<file path="src/sv/mic_pkg.sv">
`timescale 1ns / 1ps
// ----------------------------------------------------------------------------
// mic_pkg
// Shared types, constants and register indexes for the iron calibration block.
// ----------------------------------------------------------------------------
package mic_pkg;

  localparam int COUNT_BITS = 13;
  // compare width for counter against discard + sample target
  localparam int CMP_BITS   = ((COUNT_BITS > 13) ? COUNT_BITS : 13) + 1;
  localparam int LSB_NUM    = 49120;
  localparam int DEN_14     = 8190;
  localparam int DEN_16     = 32760;
  localparam int SOFT_ONE   = 16384;
  localparam int SOFT_MAX   = 65535;

  localparam logic [2:0] REG_FS   = 3'd0;
  localparam logic [2:0] REG_ADJX = 3'd1;
  localparam logic [2:0] REG_ADJY = 3'd2;
  localparam logic [2:0] REG_ADJZ = 3'd3;
  localparam logic [2:0] REG_DISC = 3'd4;
  localparam logic [2:0] REG_SAMP = 3'd5;

  localparam logic [2:0] ST_OK    = 3'd0;
  localparam logic [2:0] ST_OVF   = 3'd1;
  localparam logic [2:0] ST_CAL   = 3'd2;
  localparam logic [2:0] ST_DONE  = 3'd3;
  localparam logic [2:0] ST_DEGEN = 3'd4;

  typedef enum logic [2:0] {
    S_IDLE, S_SCALE, S_SOFT, S_CALDIV, S_OUT
  } state_t;

  // Serial divider request: magnitude numerator / denominator, rounded.
  typedef struct packed {
    logic        start;
    logic [63:0] num;
    logic [47:0] den;
  } div_req_t;

  typedef struct packed {
    logic        done;
    logic [63:0] quo;
  } div_rsp_t;

endpackage

</file>
<file path="src/sv/mic_div.sv">
`timescale 1ns / 1ps
// ----------------------------------------------------------------------------
// mic_div
// Radix-2 restoring divider, one quotient bit per cycle, round half up on
// magnitudes (caller handles sign).
// ----------------------------------------------------------------------------
module mic_div (
  input  logic              clk,
  input  logic              rst_n,
  input  mic_pkg::div_req_t req,
  output mic_pkg::div_rsp_t rsp
);
  import mic_pkg::*;

  logic [63:0] q_r, q_nxt;
  logic [48:0] rem_r, rem_nxt;
  logic [47:0] den_r, den_nxt;
  logic [6:0]  cnt_r, cnt_nxt;
  logic        busy_r, busy_nxt;
  logic        done_r, done_nxt;
  logic [48:0] trial;
  logic [49:0] sub;

  always_comb begin
    q_nxt    = q_r;
    rem_nxt  = rem_r;
    den_nxt  = den_r;
    cnt_nxt  = cnt_r;
    busy_nxt = busy_r;
    done_nxt = 1'b0;
    trial    = {rem_r[47:0], q_r[63]};
    sub      = {1'b0, trial} - {2'b00, den_r};
    if (req.start) begin
      // add den/2 up front for rounding
      q_nxt    = req.num + {17'd0, req.den[47:1]};
      rem_nxt  = '0;
      den_nxt  = req.den;
      cnt_nxt  = 7'd64;
      busy_nxt = 1'b1;
    end else if (busy_r) begin
      if (!sub[49]) begin
        rem_nxt = sub[48:0];
        q_nxt   = {q_r[62:0], 1'b1};
      end else begin
        rem_nxt = trial;
        q_nxt   = {q_r[62:0], 1'b0};
      end
      cnt_nxt = cnt_r - 7'd1;
      if (cnt_r == 7'd1) begin
        busy_nxt = 1'b0;
        done_nxt = 1'b1;
      end
    end
  end

  always_ff @(posedge clk) begin
    q_r   <= q_nxt;
    rem_r <= rem_nxt;
    den_r <= den_nxt;
    cnt_r <= cnt_nxt;
    if (!rst_n) begin
      busy_r <= 1'b0;
      done_r <= 1'b0;
    end else begin
      busy_r <= busy_nxt;
      done_r <= done_nxt;
    end
  end

  assign rsp.done = done_r;
  assign rsp.quo  = q_r;
endmodule

</file>
<file path="src/sv/mic_mul.sv">
`timescale 1ns / 1ps
// ----------------------------------------------------------------------------
// mic_mul
// Shift-add multiplier, one multiplier bit per cycle, unsigned magnitudes.
// ----------------------------------------------------------------------------
module mic_mul (
  input  logic        clk,
  input  logic        rst_n,
  input  logic        start,
  input  logic [47:0] a,
  input  logic [15:0] b,
  output logic        done,
  output logic [63:0] p
);
  import mic_pkg::*;

  logic [63:0] acc_r, acc_nxt;
  logic [63:0] a_r, a_nxt;
  logic [15:0] b_r, b_nxt;
  logic [4:0]  cnt_r, cnt_nxt;
  logic        busy_r, busy_nxt;
  logic        done_r, done_nxt;

  always_comb begin
    acc_nxt  = acc_r;
    a_nxt    = a_r;
    b_nxt    = b_r;
    cnt_nxt  = cnt_r;
    busy_nxt = busy_r;
    done_nxt = 1'b0;
    if (start) begin
      acc_nxt  = '0;
      a_nxt    = {16'd0, a};
      b_nxt    = b;
      cnt_nxt  = 5'd16;
      busy_nxt = 1'b1;
    end else if (busy_r) begin
      if (b_r[0]) acc_nxt = acc_r + a_r;
      a_nxt   = {a_r[62:0], 1'b0};
      b_nxt   = {1'b0, b_r[15:1]};
      cnt_nxt = cnt_r - 5'd1;
      if (cnt_r == 5'd1) begin
        busy_nxt = 1'b0;
        done_nxt = 1'b1;
      end
    end
  end

  always_ff @(posedge clk) begin
    acc_r <= acc_nxt;
    a_r   <= a_nxt;
    b_r   <= b_nxt;
    cnt_r <= cnt_nxt;
    if (!rst_n) begin
      busy_r <= 1'b0;
      done_r <= 1'b0;
    end else begin
      busy_r <= busy_nxt;
      done_r <= done_nxt;
    end
  end

  assign done = done_r;
  assign p    = acc_r;
endmodule

</file>
<file path="src/sv/magnetometer_iron_calibration.sv">
`timescale 1ns / 1ps
// ----------------------------------------------------------------------------
// magnetometer_iron_calibration
// Hard/soft iron correction of 3-axis magnetometer samples with min/max
// calibration.
// ----------------------------------------------------------------------------
// One request at a time. A measurement result becomes valid once, per axis, a
// serial 16-bit multiply and a 64-step serial divide for the scaling, then the
// same for the soft scale, have run, followed by the output state. The request
// that ends a calibration runs a multiply and divide per axis for the bias and
// a multiply and divide per axis for the soft scale (none for an axis of zero
// range), followed by the output state. Other requests give their result the
// cycle after they are taken. The result register is held until taken; the
// next request is taken once it is.
module magnetometer_iron_calibration (
  input  logic        clk,
  input  logic        rst_n,
  input  logic        cfg_we,
  input  logic [2:0]  cfg_index,
  input  logic [11:0] cfg_data,
  input  logic        in_valid,
  output logic        in_ready,
  input  logic        in_action,
  input  logic signed [15:0] in_raw_x,
  input  logic signed [15:0] in_raw_y,
  input  logic signed [15:0] in_raw_z,
  input  logic        in_overflow,
  output logic        out_valid,
  input  logic        out_ready,
  output logic [2:0]  out_status,
  output logic signed [31:0] out_mag_x,
  output logic signed [31:0] out_mag_y,
  output logic signed [31:0] out_mag_z,
  output logic signed [23:0] out_hard_out_x,
  output logic signed [23:0] out_hard_out_y,
  output logic signed [23:0] out_hard_out_z,
  output logic [15:0] out_soft_out_x,
  output logic [15:0] out_soft_out_y,
  output logic [15:0] out_soft_out_z
);
  import mic_pkg::*;

  logic        fs_r;
  logic [7:0]  adj_r [3];
  logic [9:0]  disc_r;
  logic [11:0] samp_r;

  state_t state_r, state_nxt;
  logic        cal_r;
  logic [COUNT_BITS-1:0] cnt_r;
  logic signed [15:0] mx_r [3];
  logic signed [15:0] mn_r [3];
  logic signed [23:0] hb_r [3];
  logic [15:0] ss_r [3];
  logic signed [15:0] raw_r [3];
  logic signed [31:0] mag_r [3];
  logic [16:0] rng_r [3];
  logic [18:0] tot_r;
  logic [1:0]  ax_r;
  logic        ph_r;       // 0: multiply phase, 1: divide phase
  logic        neg_r;
  logic        go_r;
  logic        degen_r;
  logic [2:0]  st_r;
  logic        ov_r;

  logic        mul_start, mul_done;
  logic [47:0] mul_a;
  logic [15:0] mul_b;
  logic [63:0] mul_p;
  div_req_t    dreq;
  div_rsp_t    drsp;

  mic_mul u_mul (.clk(clk), .rst_n(rst_n), .start(mul_start), .a(mul_a), .b(mul_b),
                 .done(mul_done), .p(mul_p));
  mic_div u_div (.clk(clk), .rst_n(rst_n), .req(dreq), .rsp(drsp));

  logic in_fire, out_fire;
  assign in_ready  = (state_r == S_IDLE) && !ov_r;
  assign in_fire   = in_valid && in_ready;
  assign out_valid = ov_r;
  assign out_fire  = ov_r && out_ready;

  // helpers for current axis
  logic signed [16:0] v2;          // scale numerator (2*raw or max+min)
  logic [16:0] v2_mag;
  logic [8:0]  adjo;
  logic [47:0] lsbden2;
  logic signed [32:0] diff;        // scaled - bias
  logic [32:0] diff_mag;
  logic signed [24:0] scaled;
  logic signed [64:0] qs;
  logic [COUNT_BITS-1:0] cnt_inc;
  logic [12:0]          eff;
  logic [CMP_BITS-1:0]  target;
  logic                 cal_end;

  always_comb begin
    if (st_r == ST_CAL) v2 = 17'(mx_r[ax_r]) + 17'(mn_r[ax_r]);
    else                v2 = {raw_r[ax_r], 1'b0};
    v2_mag  = v2[16] ? 17'(-v2) : 17'(v2);
    adjo    = {1'b0, adj_r[ax_r]} + 9'd128;
    lsbden2 = fs_r ? 48'(2 * 256 * DEN_16) : 48'(2 * 256 * DEN_14);
    scaled  = neg_r ? -25'(drsp.quo[23:0]) : 25'(drsp.quo[23:0]);
    diff    = 33'(scaled) - 33'(hb_r[ax_r]);
    diff_mag = diff[32] ? 33'(-diff) : 33'(diff);
    qs      = neg_r ? -65'(drsp.quo) : 65'(drsp.quo);
    cnt_inc = cnt_r + 1'b1;
    eff     = (samp_r == 12'd0) ? 13'd1 : {1'b0, samp_r};
    target  = CMP_BITS'(disc_r) + CMP_BITS'(eff);
    cal_end = CMP_BITS'(cnt_inc) >= target;
  end

  // multiply inputs
  always_comb begin
    mul_a = '0;
    mul_b = '0;
    if (state_r == S_SCALE) begin
      mul_a = 48'(v2_mag) * 48'(LSB_NUM * 16);
      mul_b = 16'(adjo);
    end else if (state_r == S_SOFT) begin
      mul_a = 48'(diff_mag);
      mul_b = ss_r[ax_r];
    end else begin
      mul_a = 48'(tot_r);
      mul_b = 16'(SOFT_ONE);
    end
  end

  always_comb begin
    dreq.start = ph_r == 1'b0 && mul_done;
    dreq.num   = mul_p;
    dreq.den   = lsbden2;
    if (state_r == S_SOFT)   dreq.den = 48'(SOFT_ONE);
    if (state_r == S_CALDIV) dreq.den = 48'(rng_r[ax_r]) * 48'd3;
  end

  // no multiply for an axis of zero range
  assign mul_start = go_r && !(state_r == S_CALDIV && rng_r[ax_r] == 17'd0);

  always_comb begin
    state_nxt = state_r;
    case (state_r)
      S_IDLE:   if (in_fire && !in_action && !in_overflow) begin
        if (!cal_r) state_nxt = S_SCALE;
        else if (cal_end) state_nxt = S_SCALE;
      end
      S_SCALE:  if (drsp.done) begin
        if (st_r == ST_CAL) begin
          if (ax_r == 2'd2) state_nxt = S_CALDIV;
        end else state_nxt = S_SOFT;
      end
      S_SOFT:   if (drsp.done) state_nxt = (ax_r == 2'd2) ? S_OUT : S_SCALE;
      S_CALDIV: if (drsp.done || (go_r && rng_r[ax_r] == 17'd0)) begin
        if (ax_r == 2'd2) state_nxt = S_OUT;
      end
      S_OUT:    state_nxt = S_IDLE;
      default:  state_nxt = S_IDLE;
    endcase
  end

  logic [15:0] sq;
  always_comb begin
    sq = (drsp.quo > 64'(SOFT_MAX)) ? 16'(SOFT_MAX) : drsp.quo[15:0];
  end

  always_ff @(posedge clk) begin
    if (!rst_n) begin
      state_r <= S_IDLE;
      ov_r    <= 1'b0;
      go_r    <= 1'b0;
      ph_r    <= 1'b0;
      cal_r   <= 1'b0;
      cnt_r   <= '0;
      fs_r    <= 1'b0;
      disc_r  <= 10'd100;
      samp_r  <= 12'd110;
      for (int i = 0; i < 3; i++) begin
        adj_r[i] <= 8'd128;
        mx_r[i]  <= -16'sd32767;
        mn_r[i]  <= 16'sd32767;
        hb_r[i]  <= '0;
        ss_r[i]  <= 16'(SOFT_ONE);
      end
    end else begin
      state_r <= state_nxt;
      go_r    <= 1'b0;
      if (cfg_we) begin
        case (cfg_index)
          REG_FS:   fs_r     <= cfg_data[0];
          REG_ADJX: adj_r[0] <= cfg_data[7:0];
          REG_ADJY: adj_r[1] <= cfg_data[7:0];
          REG_ADJZ: adj_r[2] <= cfg_data[7:0];
          REG_DISC: disc_r   <= cfg_data[9:0];
          REG_SAMP: samp_r   <= cfg_data;
          default: ;
        endcase
      end
      if (out_fire) ov_r <= 1'b0;
      if (mul_done) ph_r <= 1'b1;
      if (in_fire) begin
        raw_r[0] <= in_raw_x;
        raw_r[1] <= in_raw_y;
        raw_r[2] <= in_raw_z;
        ax_r     <= 2'd0;
        ph_r     <= 1'b0;
        degen_r  <= 1'b0;
        for (int i = 0; i < 3; i++) mag_r[i] <= '0;
        if (in_action) begin
          cal_r <= 1'b1;
          cnt_r <= '0;
          for (int i = 0; i < 3; i++) begin
            mx_r[i] <= -16'sd32767;
            mn_r[i] <= 16'sd32767;
          end
          st_r <= ST_CAL;
          ov_r <= 1'b1;
        end else if (in_overflow) begin
          st_r <= ST_OVF;
          ov_r <= 1'b1;
        end else if (cal_r) begin
          st_r <= ST_CAL;
          if (CMP_BITS'(cnt_r) >= CMP_BITS'(disc_r)) begin
            if (in_raw_x > mx_r[0]) mx_r[0] <= in_raw_x;
            if (in_raw_y > mx_r[1]) mx_r[1] <= in_raw_y;
            if (in_raw_z > mx_r[2]) mx_r[2] <= in_raw_z;
            if (in_raw_x < mn_r[0]) mn_r[0] <= in_raw_x;
            if (in_raw_y < mn_r[1]) mn_r[1] <= in_raw_y;
            if (in_raw_z < mn_r[2]) mn_r[2] <= in_raw_z;
          end
          cnt_r <= cnt_inc;
          if (cal_end) begin
            cal_r <= 1'b0;
            go_r  <= 1'b1;
          end else ov_r <= 1'b1;
        end else begin
          st_r <= ST_OK;
          go_r <= 1'b1;
        end
      end
      if (state_r == S_SCALE && go_r) neg_r <= v2[16];
      if (state_r == S_SOFT && go_r)  neg_r <= diff[32];
      if (state_r == S_SCALE && drsp.done) begin
        ph_r <= 1'b0;
        go_r <= 1'b1;
        if (st_r == ST_CAL) begin
          hb_r[ax_r] <= scaled[23:0];
          if (mx_r[ax_r] > mn_r[ax_r])
            rng_r[ax_r] <= 17'(17'(mx_r[ax_r]) - 17'(mn_r[ax_r]));
          else rng_r[ax_r] <= '0;
          if (ax_r == 2'd2) ax_r <= 2'd0;
          else ax_r <= ax_r + 2'd1;
        end
      end
      if (state_r == S_SOFT && drsp.done) begin
        mag_r[ax_r] <= qs[31:0];
        ph_r <= 1'b0;
        if (ax_r != 2'd2) begin
          ax_r <= ax_r + 2'd1;
          go_r <= 1'b1;
        end
      end
      if (state_r == S_SCALE && drsp.done && st_r == ST_CAL && ax_r == 2'd2)
        tot_r <= 19'(rng_r[0]) + 19'(rng_r[1]) +
                 19'(mx_r[2] > mn_r[2] ? 17'(17'(mx_r[2]) - 17'(mn_r[2])) : 17'd0);
      if (state_r == S_CALDIV) begin
        if (go_r && rng_r[ax_r] == 17'd0) begin
          ss_r[ax_r] <= 16'(SOFT_MAX);
          degen_r    <= 1'b1;
          go_r       <= 1'b0;
          ph_r       <= 1'b0;
          if (ax_r != 2'd2) begin
            ax_r <= ax_r + 2'd1;
            go_r <= 1'b1;
          end
        end else if (drsp.done) begin
          ss_r[ax_r] <= sq;
          ph_r <= 1'b0;
          if (ax_r != 2'd2) begin
            ax_r <= ax_r + 2'd1;
            go_r <= 1'b1;
          end
        end
      end
      if (state_r == S_OUT) begin
        ov_r <= 1'b1;
        if (st_r == ST_CAL) st_r <= degen_r ? ST_DEGEN : ST_DONE;
      end
    end
  end

  assign out_status     = st_r;
  assign out_mag_x      = mag_r[0];
  assign out_mag_y      = mag_r[1];
  assign out_mag_z      = mag_r[2];
  assign out_hard_out_x = hb_r[0];
  assign out_hard_out_y = hb_r[1];
  assign out_hard_out_z = hb_r[2];
  assign out_soft_out_x = ss_r[0];
  assign out_soft_out_y = ss_r[1];
  assign out_soft_out_z = ss_r[2];
endmodule

</file>
<file path="config.mk">
export PLATFORM = sky130hd
export DESIGN_NAME = magnetometer_iron_calibration
export DESIGN_NICKNAME = d
export VERILOG_FILES = /design/src/sv/mic_pkg.sv /design/src/sv/mic_div.sv /design/src/sv/mic_mul.sv /design/src/sv/magnetometer_iron_calibration.sv
export SDC_FILE = /design/constraint.sdc
export NUM_CORES = 2
export LEC_CHECK = 0
export BUFFER_PORTS_ARGS = -buffer_cell sky130_fd_sc_hd__buf_2
export CAP_MARGIN = 0
export CORE_ASPECT_RATIO = 1.75
export CORE_UTILIZATION = 43
export CTS_CLUSTER_SIZE = 16
export DETAILED_ROUTE_END_ITERATION = 16
export PLACE_DENSITY = 0.56
export SYNTH_ARGS = -nofsm -noshare
export SYNTH_HDL_FRONTEND = slang
export SYNTH_SLANG_ARGS = --single-unit
</file>
<file path="constraint.sdc">
create_clock -name clk -period 29.7 [get_ports clk]
set_input_delay 4.455 -clock clk [delete_from_list [all_inputs] [get_ports clk]]
set_output_delay 4.455 -clock clk [all_outputs]
set_load 0.02 [all_outputs]
</file>
==> summary.txt <==
RSZ-0062 raised after global routing: false
Most frequent cells in the layout: edfxtp_1, nor2_1, inv_1, nand2_1, ha_1
Cell count after placement: 7,595
Commonest non-fill, non-tap cell in the layout: edfxtp_1
Worst R2R Path Depth: 33
F_max: 0.09767 GHz
Total gr overflow: 0
Largest net degree at the start of global routing: 99
H-tree levels: 3
Clk_skew: 0.04901 ns
1st-pass router iterations: 8
CTS tree: done
Warnings, synthesis: 0
Post-CTS Resized: 0
Vias per std cell: 5.624
Clk_lat worst skew: 0.74 ns
I/O Buffers: 290
Number of global-route vias before repair: 44,214
Clk sink count: 856
Chip height: 482.7 um
Yosys reg bits: 856
# IOs: 291
Starting DRT DRC Count: 2,340
Max Cap Viol: 0
Clk root buf: clkbuf_16
Slowest CP cell: buf_4
First-pass GRT wire length: 266,300 um
Syn nets: 6,408
Fraction of layout instances using a drive strength above 1: 10.76%
WHS Path Cells: 2
Finish-stage setup viols: 0
CP peak stage delay: 0.65 ns
Fraction of registers with async set/reset: 0%
Post-synth top flop: edfxtp_1
Post-Route WL: 178,000 um
Clk buf depth: 3
Routed WL per cell: 22.94 um
Met2 GRT Util: 51.31%
Synth unique cells: 104
FILL cells: 12,416
Most frequent CP cell: inv_1
Layout area overhead: 11.21%
Fin crit share: 34.47%
Worst Path Max Fanout: 86
DP HPWL: 139,400 um
Nature of the critical path endpoint: register
Startpoint types: register
Initial antenna violation count: 2
Worst setup path category: reg -> reg
ANT nets after route: 0
GR Util met1: 26.57%
Final #Nets: 6,625
Slew Viols, Final: 0
Hold crit path type: reg -> reg
Arrival time worst endpoint: 10.73 ns
Setup TNS: 0 ns
Row count: 176
Run status: finished clean
Gp weighted congestion: 0.9375
Starting Density: 43.26%
Hold Violations, Final: 0
Tot GR Track Use: 26.35%
Core ar.: 0.1312 mm^2
Post-route minimum period: 10.24 ns
Setup Buffers After CTS: 0
Non-filler instance count after layout: 7,762
Num CTS Buffers: 87
Number of cells produced by synthesis: 5,776
Die Width: 276.7 um
CP required: 30.19 ns
Synth Cell Area: 0.05678 mm^2
EDFF count, synth: 667
Vias: 43,656
Sequential area share after synthesis: 41.94%
Reg clk slew, reported paths: 0.06 ns
Worst slew pin tran: 1.265 ns
GRT busiest layer: met2
Met3 Use GR: 3.403%
Syn Area/Cell: 9.830 um^2
DR DRC count: 0
CTS Hold Bufs: 0
Relative slew slack: 14.74%
Die Area: 0.1336 mm^2
-- final cells by class --
cell class	count	area (um^2)	share of cell area (%)
multi-input cells	4181	30270	47.94
flip-flops and latches	856	23820	37.72
clock buffers	105	2286	3.620
well taps	1691	2116	3.351
repair buffers	364	2007	3.178
inverters	503	1888	2.990
clock inverters	58	743.2	1.177
diodes	4	10.01	0.01585
-- metal layers --
layer	part of all wire, %	vias to the layer above
met2	54	1003
met5	0.0073	-
li1	-	20960
met1	36	21355
met3	3.7	336
met4	6.2	2
-- critical path, delay by kind of cell (launching register included) --
family	cells	cell delay [ns]
buf+inv	7	1.14
flops	1	0.57
xor+xnor	2	0.61
fa+ha+maj	8	3.38
compound gates	9	2.67
mux	1	0.15
simple gates	6	1.41
-- state kept, by name, indices dropped and copies added, names as in the netlist, 48 cells and up, named ones only --
register	count
mn_r	48
mag_r	96
rng_r	68
u_mul.p	64
u_mul.a_r	64
u_div.rem_r	48
mx_r	48
u_div.q_r	64
raw_r	48
hb_r	96
ss_r	64
-- path summary, 6_finish.rpt --
| path | from | endpoint | slack [ns] |
|---|---|---|---|
| worst min register to register | u_div.rem_r[47]$_SDFFE_PP0P_ | u_div.rem_r[47]$_SDFFE_PP0P_ | 0.48 |
| worst max register to register | register | u_mul.a_r[24]$_DFFE_PP_ | 19.46 |
| worst min-delay path | u_div.rem_r[47]$_SDFFE_PP0P_ | u_div.rem_r[47]$_SDFFE_PP0P_ | 0.48 |
| worst max-delay path | register | u_mul.a_r[24]$_DFFE_PP_ | 19.46 |
-- logic make-up after synthesis --
logic type	synth area share (%)
multiplexers	3.854
AND/OR/NAND/NOR	15.16
adder cells (fa/ha/maj)	13.83
flip-flops	41.94
XOR/XNOR	5.551
buffers and inverters	4.905
AO/OA/AOI/OAI	14.76
-- synth_stat cells, types with 41 or more instances --
master / count / share of area, %
nor2_1: 560 / 3.7
nand3_1: 119 / 1.0
nand4_1: 60 / 0.66
a21o_1: 147 / 1.9
nand2_1: 483 / 3.2
edfxtp_1: 667 / 35
nor2b_1: 130 / 1.4
a21oi_1: 377 / 3.3
dfxtp_1: 189 / 6.7
xnor2_1: 176 / 2.7
nor3_1: 104 / 0.92
nand2b_1: 93 / 1.0
ha_1: 454 / 10
mux2i_1: 87 / 1.5
and3_1: 41 / 0.45
o21a_1: 73 / 0.97
o21ai_0: 332 / 2.9
mux4_2: 57 / 2.3
fa_1: 108 / 3.8
inv_1: 501 / 3.3
clkbuf_1: 204 / 1.3
xor2_1: 165 / 2.5
-- through the flow --
step | worst slack [ns] | util [%] | hold WS [ns] | instance area (um^2)
6_report | 19.46 | 48.11 | 0.4846 | 63150
5_1_grt | 18.65 | 48.11 | 0.4989 | 63140
4_1_cts | 19.40 | 48.10 | 0.4886 | 63140
3_5_place_dp | 19.43 | 45.80 | 0.4785 | 60110
3_3_place_gp | 19.62 | 45.80 | 0.4711 | 60110
2_1_floorplan | 19.19 | - | 0.4431 | 56780
Power is not shown: default switching activity piles up to over one toggle a cycle in this logic, so the estimate is an artifact.
